<file path="src/hw/rtl/mm_ram.sv">
module mm_ram #(
  parameter int WIDTH = 32,
  parameter int DEPTH = 64
) (
  input  logic                     clk,
  input  logic                     we,
  input  logic [$clog2(DEPTH)-1:0] waddr,
  input  logic [WIDTH-1:0]         wdata,
  input  logic [$clog2(DEPTH)-1:0] raddr,
  output logic [WIDTH-1:0]         rdata
);

  logic [WIDTH-1:0] mem [DEPTH];

  always_ff @(posedge clk) begin
    if (we) begin
      mem[waddr] <= wdata;
    end
    rdata <= mem[raddr];
  end

endmodule

</file>
<file path="config.mk">
export PLATFORM = sky130hd
export DESIGN_NAME = mm_ram
export DESIGN_NICKNAME = d
export VERILOG_FILES = /design/src/hw/rtl/mm_ram.sv
export SDC_FILE = /design/constraint.sdc
export NUM_CORES = 2
export LEC_CHECK = 0
export BUFFER_PORTS_ARGS = -buffer_cell sky130_fd_sc_hd__buf_2
export CORE_AREA = 2 2 392 394
export DETAILED_ROUTE_END_ITERATION = 6
export DIE_AREA = 0 0 394 396
export PLACE_DENSITY = 0.7
export SLEW_MARGIN = 0
export SYNTH_ARGS = -nofsm -noshare
export SYNTH_HDL_FRONTEND = slang
export SYNTH_SLANG_ARGS = --single-unit
</file>
<file path="constraint.sdc">
create_clock -name clk -period 3.39 [get_ports clk]
set_input_delay 0.1695 -clock clk [delete_from_list [all_inputs] [get_ports clk]]
set_output_delay 0.1695 -clock clk [all_outputs]
set_load 0.005 [all_outputs]
</file>
# After elaboration in Yosys (flattened, before gate mapping)
# Memories as Yosys holds them, arrays and structs flattened. A register that Yosys moved wholly into a read port is not among the register bits.
# Cells that the tools add are included.
[word_totals]
mem_bits_rw = 2048
register_bits = 0
wordCells = 3
out_inout_bits = 32
mem_count = 1
[classes]
mux = 2
[memory_table]
columns = ["name", "words", "word_bits", "read_ports", "rd_clocked_by_memory_dff", "wr", "line_no", "rtl"]
rows = [
  ["mem", 64, 32, 1, 1, 1, "13", "logic [WIDTH-1:0] mem [DEPTH];"],
]
[ops]
columns = ["cell", "n"]
rows = [
  ["1-bit two-way mux", 2],
]

# Logic depth before layout (Yosys ltp)
[depth]
word_depth = 2
ltp_mapped = 10

# Worst setup path after synthesis
# OpenSTA, ideal clock, no wires.
[synth_path]
path_kind = "input port to flip-flop"
start = "input port waddr[3]"
end = "memory mem[48][0], enable pin"
t_required_ns = 2.929
path_slack_ns = 0.061
n_path_buf = 1
arrival_time_ns = 2.868
path_stages = 4
setup_time_ns = 0.461
cell_sequence = "clkbuf_1 > nor2b_1 > nand4b_1 > nor3_1"
[synth_rtl]
columns = ["element", "line_no", "rtl"]
rows = [
  ["from (decl)", "7", "input logic [$clog2(DEPTH)-1:0] waddr,"],
  ["to (decl)", "13", ""],
]
# No word-level cell before the write port.

==> metrics.cfg <==
[sta]
relSlewSlack_pct = 19.1
post-route-period-util_pct = 64.7
fin_crit_ns = 2.19
fin_setup_tns_ns = 0
finalHoldViolCount = 0
slew_viol_final = 0
worst_slack_ns = 1.20
fmax_mhz = 456
whs_ns = 0.0673
tightest_slew_ns = 1.21
setup_viol = 0
rsz0062_at_grt = false
skew_ns = 0.0216

[placement]
port_buffers = 77
finalWeightedCongestion = 0.785
dp_hpwl_um = 105000
dp_slack_ns = 0.348
dp.cells = 5441

[worst_setup_path]
cp-start-kind = input pin
max_stage_delay_ns = 0.68
cp.arrival_ns = 2.86
critPathLaunch = raddr[0]
crit_slowest_cell = o32ai_1
reg2reg_from = mem[30][29]
path_class = in -> reg
worstPathMaxFanout = 40
crit_chain = buf_8, buf_12, buf_12, mux4_2, mux2i_1, nor2_1, o32ai_1, nor3_1
worstPathRequired_ns = 4.05
cp_common_cell = buf_12
cp-end-kind = register

[clocking]
cts_buffers = 198
cts_resized = 0
cts_buffer_depth = 3
tritoncts = built
clk_root_buffer_cell = clkbuf_16
cts.sinks = 2080
clk_pin_slew_ns = 0.06
clk_latency_ns = 0.82
htreeDepth = 4

[grt]
grt_overflow = 0
grt_max_degree = 65
antenna_found_initial = 14
grt_pass1_vias = 37300
grt_pass1_wl_um = 275000
grt_usage_pct = 25.0

[floorplanning]
core_mm2 = 0.152
die_y_um = 396
io_pins = 78
rows = 143
fp.dieW_um = 394
start_util_pct = 51.8
dieArea_mm2 = 0.156

[finish]
final_common_cell = edfxtp_1
final_cells = 5815
syn2layout_area_growth_pct = 13.8
drive_above_1_share_pct = 30.5
nets = 3663
most-common-layout-cells = edfxtp_1, mux4_2, clkbuf_16
fillers = 10500

[detailed_routing]
viasPerCell = 6.44
drcViolationCount = 0
drt_pre_antenna_iters = 5
wl_per_cell_um = 33.1
first_iter_violations = 4699
drtAntennaViolNets = 0
wl_um = 193000
vias = 37400

[synth]
syn_inst = 3324
ys_seq_area_share_pct = 79.1
ys_types = 34
syn_nets = 3370
syn_area_per_cell_um2 = 23.6
ys_ff_latch = 2080
async_reset_ff_share_pct = 0
synthFlopType = edfxtp_1
synth-edff-count = 2048
synthesis.area_mm2 = 0.0785
ys.warnings.count = 0

[pwr]
max-vdd-ir-drop_mv = 0.477
leakagePower_nw = 27.9
p_per_area_mw_per_mm2 = 585

[run]
cap_violations = 0

[worst_hold_path]
min_path_type = in -> reg
hp-start = wdata[6]

[outcome]
status = finished clean

[final cells by class]
class	count	area, um2	area share, %
Sequential cell	2080	62100	69.5
Clock inverter	90	734	0.822
Multi-Input combinational cell	1062	16000	17.9
Tap cell	2030	2540	2.84
Timing Repair Buffer	275	2540	2.85
Antenna cell	3	7.51	0.00840
Clock buffer	275	5450	6.10
[worst max-delay path, delay by kind of cell]
kind	cells	cell delay, ns
compound gates	1	0.68
mux	2	0.80
simple gates	2	0.15
buf+inv	3	0.92
[routing by layer]
metal,GRT usage (%),vias up,wire (um)
li1,-,14900,-
met1,35.8,20100,74800
met2,39.3,2139,92100
met3,5.55,287,21000
met4,6.83,10,4800
met5,0,-,67
[worst paths after layout]
kind	endpoint	slack, ns	depth (start not counted)
hold / removal	mem[43][6]	0.07	2
setup / recovery	rdata[17]	1.20	8
hold reg to reg	rdata[17]	0.75	4
setup reg to reg	rdata[29]	1.26	4
[cell usage after synthesis (7+ instances only)]
cell,n,share of area (%)
edfxtp_1,2048,78
mux4_2,544,16
nor2_1,137,0.65
mux2i_1,93,1.2
o22ai_1,84,0.67
clkbuf_1,74,0.35
a21oi_1,62,0.40
buf_2,57,0.36
dfxtp_1,32,0.82
o221ai_1,27,0.30
nand2_1,26,0.12
buf_4,25,0.24
buf_1,21,0.10
nor2b_1,15,0.12
a22oi_1,12,0.11
a311oi_1,8,0.089
nand2b_1,8,0.064
nor3_1,7,0.045
[logic make-up after synthesis]
logic type	after synthesis	synth area share, %
simple gates	223	1.27
compound gates	202	1.67
buf+inv	182	1.13
flops	2080	79.1
mux	637	16.8
[flip-flops by register name (all words and copies together), names as in the netlist]
name,count
mem,2048
rdata,32
[where the power goes]
group / internal [mW] / leakage (nW) / total, mW / switching (mW)
clock: 12.0 / 3.03 / 21.1 / 9.18
combinational: 1.02 / 6.16 / 2.57 / 1.55
sequential: 28.5 / 18.7 / 28.6 / 0.124
[per-stage QoR]
step                utilization (%)  total power [mW]  area, um2
CTS                            59.0              52.6      89400
detailed placement             54.9              31.7      83100
floorplan                         -              30.5      78500
global placement               54.9              31.7      83100
global route                   59.0              53.7      89400
finish                         59.0              52.3      89400
[timing repair]
action                                 in CTS  in global routing
endpoints found under the hold margin      97                  0
buffers inserted                            0                  0
hold buffers                                6                  0
Power figures use the tool's default switching activity.
