$ cat config.mk
export PLATFORM = sky130hd
export DESIGN_NAME = mm_mac
export DESIGN_NICKNAME = d
export VERILOG_FILES = /design/src/hw/rtl/mm_pkg.sv /design/src/hw/rtl/mm_mac.sv
export SDC_FILE = /design/constraint.sdc
export NUM_CORES = 2
export LEC_CHECK = 0
export BUFFER_PORTS_ARGS = -buffer_cell sky130_fd_sc_hd__buf_4
export CORE_MARGIN = 2
export CORE_UTILIZATION = 55
export CTS_CLUSTER_SIZE = 20
export DETAILED_ROUTE_END_ITERATION = 6
export PLACE_DENSITY_LB_ADDON = 0.15
export SLEW_MARGIN = 20
export SYNTH_ARGS = -nofsm -noshare
export SYNTH_HDL_FRONTEND = slang
export SYNTH_SLANG_ARGS = --single-unit
$ cat constraint.sdc
create_clock -name clk -period 24.6 [get_ports clk]
set_input_delay 3.69 -clock clk [delete_from_list [all_inputs] [get_ports clk]]
set_output_delay 3.69 -clock clk [all_outputs]
set_load 0.03 [all_outputs]
$ cat src/hw/rtl/mm_pkg.sv
package mm_pkg;

  localparam int MAX_DIM   = 8;
  localparam int FRAC_BITS = 16;

  localparam int IDX_W   = $clog2(MAX_DIM);
  localparam int DIM_W   = $clog2(MAX_DIM + 1);
  localparam int DEPTH   = MAX_DIM * MAX_DIM;
  localparam int ADDR_W  = $clog2(DEPTH);
  localparam int DATA_W  = 32;
  localparam int PROD_W  = 2 * DATA_W;
  localparam int ACC_W   = PROD_W + $clog2(MAX_DIM);
  localparam int PADDR_W = 4;

  localparam logic [3:0] DIM_RESET = 4'd8;

  localparam logic [1:0] OP_WRITE_A = 2'd0;
  localparam logic [1:0] OP_WRITE_B = 2'd1;
  localparam logic [1:0] OP_COMPUTE = 2'd2;

  localparam logic [1:0] REG_A_ROWS     = 2'd0;
  localparam logic [1:0] REG_INNER_SIZE = 2'd1;
  localparam logic [1:0] REG_B_COLS     = 2'd2;

  typedef enum logic [1:0] {
    ST_IDLE,
    ST_ISSUE,
    ST_WAIT,
    ST_EMIT
  } mm_state_t;

  typedef struct packed {
    logic valid;
    logic first;
    logic lastk;
  } mm_tag_t;

  function automatic logic [DIM_W-1:0] clamp_dim(input logic [3:0] d);
    logic [DIM_W-1:0] r;
    if (d == 4'd0) begin
      r = DIM_W'(1);
    end else if (32'(d) > MAX_DIM) begin
      r = DIM_W'(MAX_DIM);
    end else begin
      r = DIM_W'(d);
    end
    return r;
  endfunction

endpackage

$ cat src/hw/rtl/mm_mac.sv
module mm_mac (
  input  logic                         clk,
  input  logic                         rst,
  input  mm_pkg::mm_tag_t              issue,
  input  logic [mm_pkg::DATA_W-1:0]    a_data,
  input  logic [mm_pkg::DATA_W-1:0]    b_data,
  output logic                         done,
  output logic [mm_pkg::DATA_W-1:0]    value,
  output logic                         sat
);
  import mm_pkg::*;

  mm_tag_t                   tag1;
  mm_tag_t                   tag2;
  logic signed [PROD_W-1:0]  prod;
  logic signed [ACC_W-1:0]   acc;
  logic signed [ACC_W-1:0]   shifted;
  logic                      fits;

  always_ff @(posedge clk) begin
    if (rst) begin
      tag1 <= '0;
      tag2 <= '0;
      done <= 1'b0;
    end else begin
      tag1 <= issue;
      tag2 <= tag1;
      done <= tag2.valid & tag2.lastk;
    end
  end

  always_ff @(posedge clk) begin
    if (tag1.valid) begin
      prod <= $signed(a_data) * $signed(b_data);
    end
    if (tag2.valid) begin
      if (tag2.first) begin
        acc <= ACC_W'(prod);
      end else begin
        acc <= acc + ACC_W'(prod);
      end
    end
  end

  // floor shift, then clip to signed 32 bits
  always_comb begin
    shifted = acc >>> FRAC_BITS;
    fits    = (&shifted[ACC_W-1:DATA_W-1]) | ~(|shifted[ACC_W-1:DATA_W-1]);
    sat     = ~fits;
    if (fits) begin
      value = shifted[DATA_W-1:0];
    end else if (shifted[ACC_W-1]) begin
      value = {1'b1, {(DATA_W-1){1'b0}}};
    end else begin
      value = {1'b0, {(DATA_W-1){1'b1}}};
    end
  end

endmodule
# ---- Yosys cells after proc, flatten, opt, wreduce, memory -nomap -nowiden
# Index checks and enable logic that the tools add are counted.
dict set report word_totals {
  regBits 138
  out_inout_bits 34
  elab_cells 20
}
dict set report classes {
  add_sub_neg 1
  multipliers 1
  mux 3
  bitwise_logic 4
  reduce_logical 2
}
# operator count
set op_table {}
lappend op_table {{adder 67 x 64 -> 67 bit} 1}
lappend op_table {{two-way mux 67 bit} 1}
lappend op_table {{multiplier 32 x 32 -> 64 bit} 1}
lappend op_table {{two-way mux 32 bit} 2}
lappend op_table {{AND reduction 20 bit} 1}
lappend op_table {{OR reduction 20 bit} 1}
lappend op_table {{inverter 1 bit} 2}
lappend op_table {{AND 1 bit} 1}
lappend op_table {{OR 1 bit} 1}

# ---- Longest topological paths before layout
dict set report depth {
  depth_word 4
  mapped_depth 31
  ltp_nobuf 30
}

# ---- Worst setup path after synthesis
# Ideal clock, no wire load.
dict set report synth_path {
  path_type {in2reg}
  start {in a_data[31] (netlist name)}
  end {reg prod[63], data pin}
  t_arrival_ps 11319
  slack_ps 13014
  cell_stages 28
  path_buffers 2
  path_cell_list {clkbuf_1 -> nand2_1 -> inv_1 -> fa_1 -> inv_1 -> fa_1 -> fa_1 -> inv_1 -> fa_1 -> inv_1 -> fa_1 -> inv_1 -> fa_1 -> fa_1 -> fa_1 -> ha_1 -> clkbuf_1 -> a21o_1 -> a21o_1 -> a21o_1 -> a21o_1 -> a21o_1 -> a21o_1 -> a41oi_1 -> o21ai_1 -> a41oi_1 -> mux2i_1 -> nand4_1}
}
dict set report synth_via {
  elab_chain_cells 1
}
# element line_no
set synth_lines {}
lappend synth_lines {{start: declaration} mm_mac.sv:5} ;# input logic [mm_pkg::DATA_W-1:0] a_data,
lappend synth_lines {{multiplier 32 x 32 -> 64 bit} mm_mac.sv:34} ;# prod <= $signed(a_data) * $signed(b_data);
lappend synth_lines {{end signal: assignment} mm_mac.sv:34}
lappend synth_lines {{end: declaration} mm_mac.sv:15} ;# logic signed [PROD_W-1:0] prod;
# No other way between the ends.
# A chain may end at the register's enable or synchronous reset.

# ---- Worst setup path in the final report
dict set report layout_path {
  start {in b_data[5] (netlist name)}
  end {reg prod[63], data pin}
}
dict set report layout_via {
  elab_chain_cells 1
}
# element line_no
set layout_lines {}
lappend layout_lines {{start: declaration} mm_mac.sv:6} ;# input logic [mm_pkg::DATA_W-1:0] b_data,
lappend layout_lines {{multiplier 32 x 32 -> 64 bit} mm_mac.sv:34}
# No other way between the ends.

==> results.md <==
- Status: complete, no violations
- DR iter-0 viols: 2,048
- Total CTS buffers: 17
- Clock skew: 6.46 ps
- Die Span Y: 291 um
- CTS Hold Buffers Added: 0
- Worst Setup Path Type: input pin to flip-flop
- Startpoint Class: input pin
- Clk Latency, worst-skew pair: 440 ps
- Post_cts resized: 0
- Flops & latches, synth: 138
- Initial antenna violation count: 5
- GRT Total Usage: 29.5%
- Routability Congestion: 0.917
- CTS tree: built
- Sequential area share after synthesis: 9.01%
- Global-route wire length before repair: 193,000 um
- Ys Warns: 0
- Top Metal Used: met5
- Yosys cell types: 76
- Final layout net count: 6,097
- Metal-1 WL: 51,300 um
- Final setup fails: 0
- Max_slew headroom: 38.1%
- Wire per inst: 20.6 um
- Ports: 103
- H-tree Lvls: 4
- Setup TNS Final: 0 ps
- Post-CTS Setup Repair Bufs: 0
- Avg Inst Size Synth: 9.38 sq um
- Grt total ovfl: 0
- Vias in the first global route: 34,600
- Post-synth EDFFs: 131
- Critical path arrival: 12,110 ps
- Post-DR vias/cell: 5.56
- Max Slew Vio Count: 0
- CTS Sinks: 138
- DP Wirelength: 93,900 um
- Longest Clk Path Bufs: 2
- Core Footprint: 0.0817 sq mm
- Clk root buf: clkbuf_16
- Num rows: 105
- Max Cap Viol: 0
- FFs w/ async S/R, synth: 0%
- Initial core utilization: 55.3%
- Worst-margin pin slew: 928 ps
- Top_reg_cell synth: edfxtp_1
- Router iterations before antenna repair: 5
- WL met2: 54,100 um
- Via count: 32,100
- Peak Freq: 0.0838 GHz
- Final worst path period need: 11,930 ps
- Number of port buffers: 102
- CP max FO: 32
- Die X: 291 um
- Fin crit share: 48.5%
- RSZ-0062 raised after global routing: no
- Share of cells above drive strength 1: 3.48%
- Gate Count Post-Synth: 4,822
- Mapped cell area: 0.0452 sq mm
- Area grow syn2layout: 3.94%
- Largest net degree at the start of global routing: 68
- Post-Route WL: 119,000 um
- Hold Crit Class: flip-flop to flip-flop
- DRC: 0
- Syn Nets: 6,224
- Die area: 0.0845 sq mm
- Clock Pin Slew Worst Setup and Hold Paths: 60 ps
- Final hold violations: 0
- Worst Path Required: 24,780 ps
- Type of element capturing the critical path: flip-flop
- Met3 wire len: 11,700 um
- Post-route antenna net violation count: 0
Yosys cell counts (4+ instances only):
| cell type | count | area, sq um |
|---|---|---|
| a211o_1 | 4 | 35.0 |
| a211oi_1 | 12 | 90.1 |
| a21boi_0 | 4 | 30.0 |
| a21o_1 | 73 | 548 |
| a21oi_1 | 133 | 666 |
| a21oi_2 | 4 | 35.0 |
| a221o_1 | 5 | 50.1 |
| a31o_2 | 4 | 35.0 |
| a31oi_1 | 19 | 119 |
| and2_1 | 527 | 3300 |
| and3_1 | 23 | 144 |
| and4_1 | 7 | 61.3 |
| buf_2 | 9 | 45.0 |
| clkbuf_1 | 240 | 901 |
| dfxtp_1 | 7 | 140 |
| edfxtp_1 | 131 | 3930 |
| fa_1 | 1083 | 21700 |
| ha_1 | 250 | 3130 |
| inv_1 | 1041 | 3910 |
| nand2_1 | 605 | 2270 |
| nand2b_1 | 27 | 169 |
| nand3_1 | 33 | 165 |
| nand4_1 | 33 | 206 |
| nor2_1 | 94 | 353 |
| nor2b_1 | 17 | 106 |
| nor3_1 | 26 | 130 |
| nor4_1 | 8 | 50.1 |
| o211ai_1 | 10 | 75.1 |
| o21a_1 | 16 | 120 |
| o21ai_0 | 114 | 571 |
| o21ai_1 | 35 | 175 |
| o21bai_1 | 17 | 128 |
| o31ai_1 | 15 | 113 |
| or3_1 | 7 | 43.8 |
| xnor2_1 | 75 | 657 |
| xor2_1 | 54 | 473 |
area by class of cell:
| class | count | area, sq um |
|---|---|---|
| multi-input combinational | 3389 | 36300 |
| tap | 1070 | 1340 |
| timing repair buffer | 107 | 803 |
| clock inverter | 14 | 160 |
| sequential | 138 | 4080 |
| fill | 7368 | 34700 |
| antenna | 1 | 2.50 |
| clock buffer | 18 | 429 |
| inverter | 1042 | 3910 |
registers in the layout (all words and copies together), names as in the netlist:
| register | count |
|---|---|
| tag2 | 3 |
| acc | 67 |
| tag1 | 3 |
| done | 1 |
| prod | 64 |
cell usage in the layout, fill, tap and decap left out, types with 17 or more instances in the layout:
| cell | instances |
|---|---|
| edfxtp_1 | 131 |
| nand4_1 | 33 |
| inv_1 | 1041 |
| nand2b_1 | 27 |
| nand2_1 | 605 |
| clkbuf_16 | 17 |
| and3_1 | 23 |
| ha_1 | 250 |
| nor2b_1 | 17 |
| a31oi_1 | 18 |
| xnor2_1 | 75 |
| and2_1 | 527 |
| o21bai_1 | 17 |
| fa_1 | 1083 |
| nand3_1 | 33 |
| o21ai_1 | 35 |
| xor2_1 | 54 |
| a21oi_1 | 133 |
| nor3_1 | 26 |
| a21o_1 | 73 |
| buf_4 | 107 |
| nor2_1 | 94 |
| o21ai_0 | 114 |
critical path, cell delays in order:
cell and delay, ps:
buf_4 350, nand2_1 210, inv_1 130, fa_1 390, inv_1 220, fa_1 560
fa_1 570, inv_1 70, fa_1 870, inv_1 370, fa_1 570, inv_1 50
fa_1 550, fa_1 430, fa_1 460, ha_1 380, a21o_1 250, a21o_1 200
a21o_1 170, a21o_1 170, a21o_1 170, a21o_1 190, a41oi_1 290, o21ai_1 110
a41oi_1 330, mux2i_1 230, nand4_1 90
per-layer routing:
metal,vias up,GRT usage [%]
met5,-,0
met3,159,8.11
li1,14200,-
met4,8,5.78
met2,1199,46.6
met1,16500,41.2
worst paths after layout:
path | end | slack [ps] | cells past startpoint | from
max | prod[63] | 12670 | 27 | b_data[5]
max reg2reg | acc[42] | 20780 | 12 | prod[23]
min | done | 410 | 2 | tag2[0]
min reg2reg | done | 410 | 2 | tag2[0]
metrics by stage:
stage	hold slack, ps	utilization, %	cell area, sq um	std cells	worst slack, ps
floorplan	395	-	45200	4822	13010
global route	449	57.5	47000	5778	12200
CTS	414	57.5	47000	5778	12670
detailed placement	406	56.8	46400	5746	12200
finish	415	57.5	47000	5779	12670
global placement	403	56.8	46400	5746	12360
cell families after synthesis:
| kind of cell | synth area share [%] |
|---|---|
| and+or+nand+nor | 15.7 |
| adders and majority gates | 54.9 |
| buffers and inverters | 10.8 |
| AOI/OAI and AO/OA | 7.01 |
| DFF | 9.01 |
| xor gates and xnor gates | 2.50 |
| muxes | 0.141 |
Power is left out: the tool's default activity adds up to more than one toggle a clock period on the data nets, which glitch-free logic cannot reach.
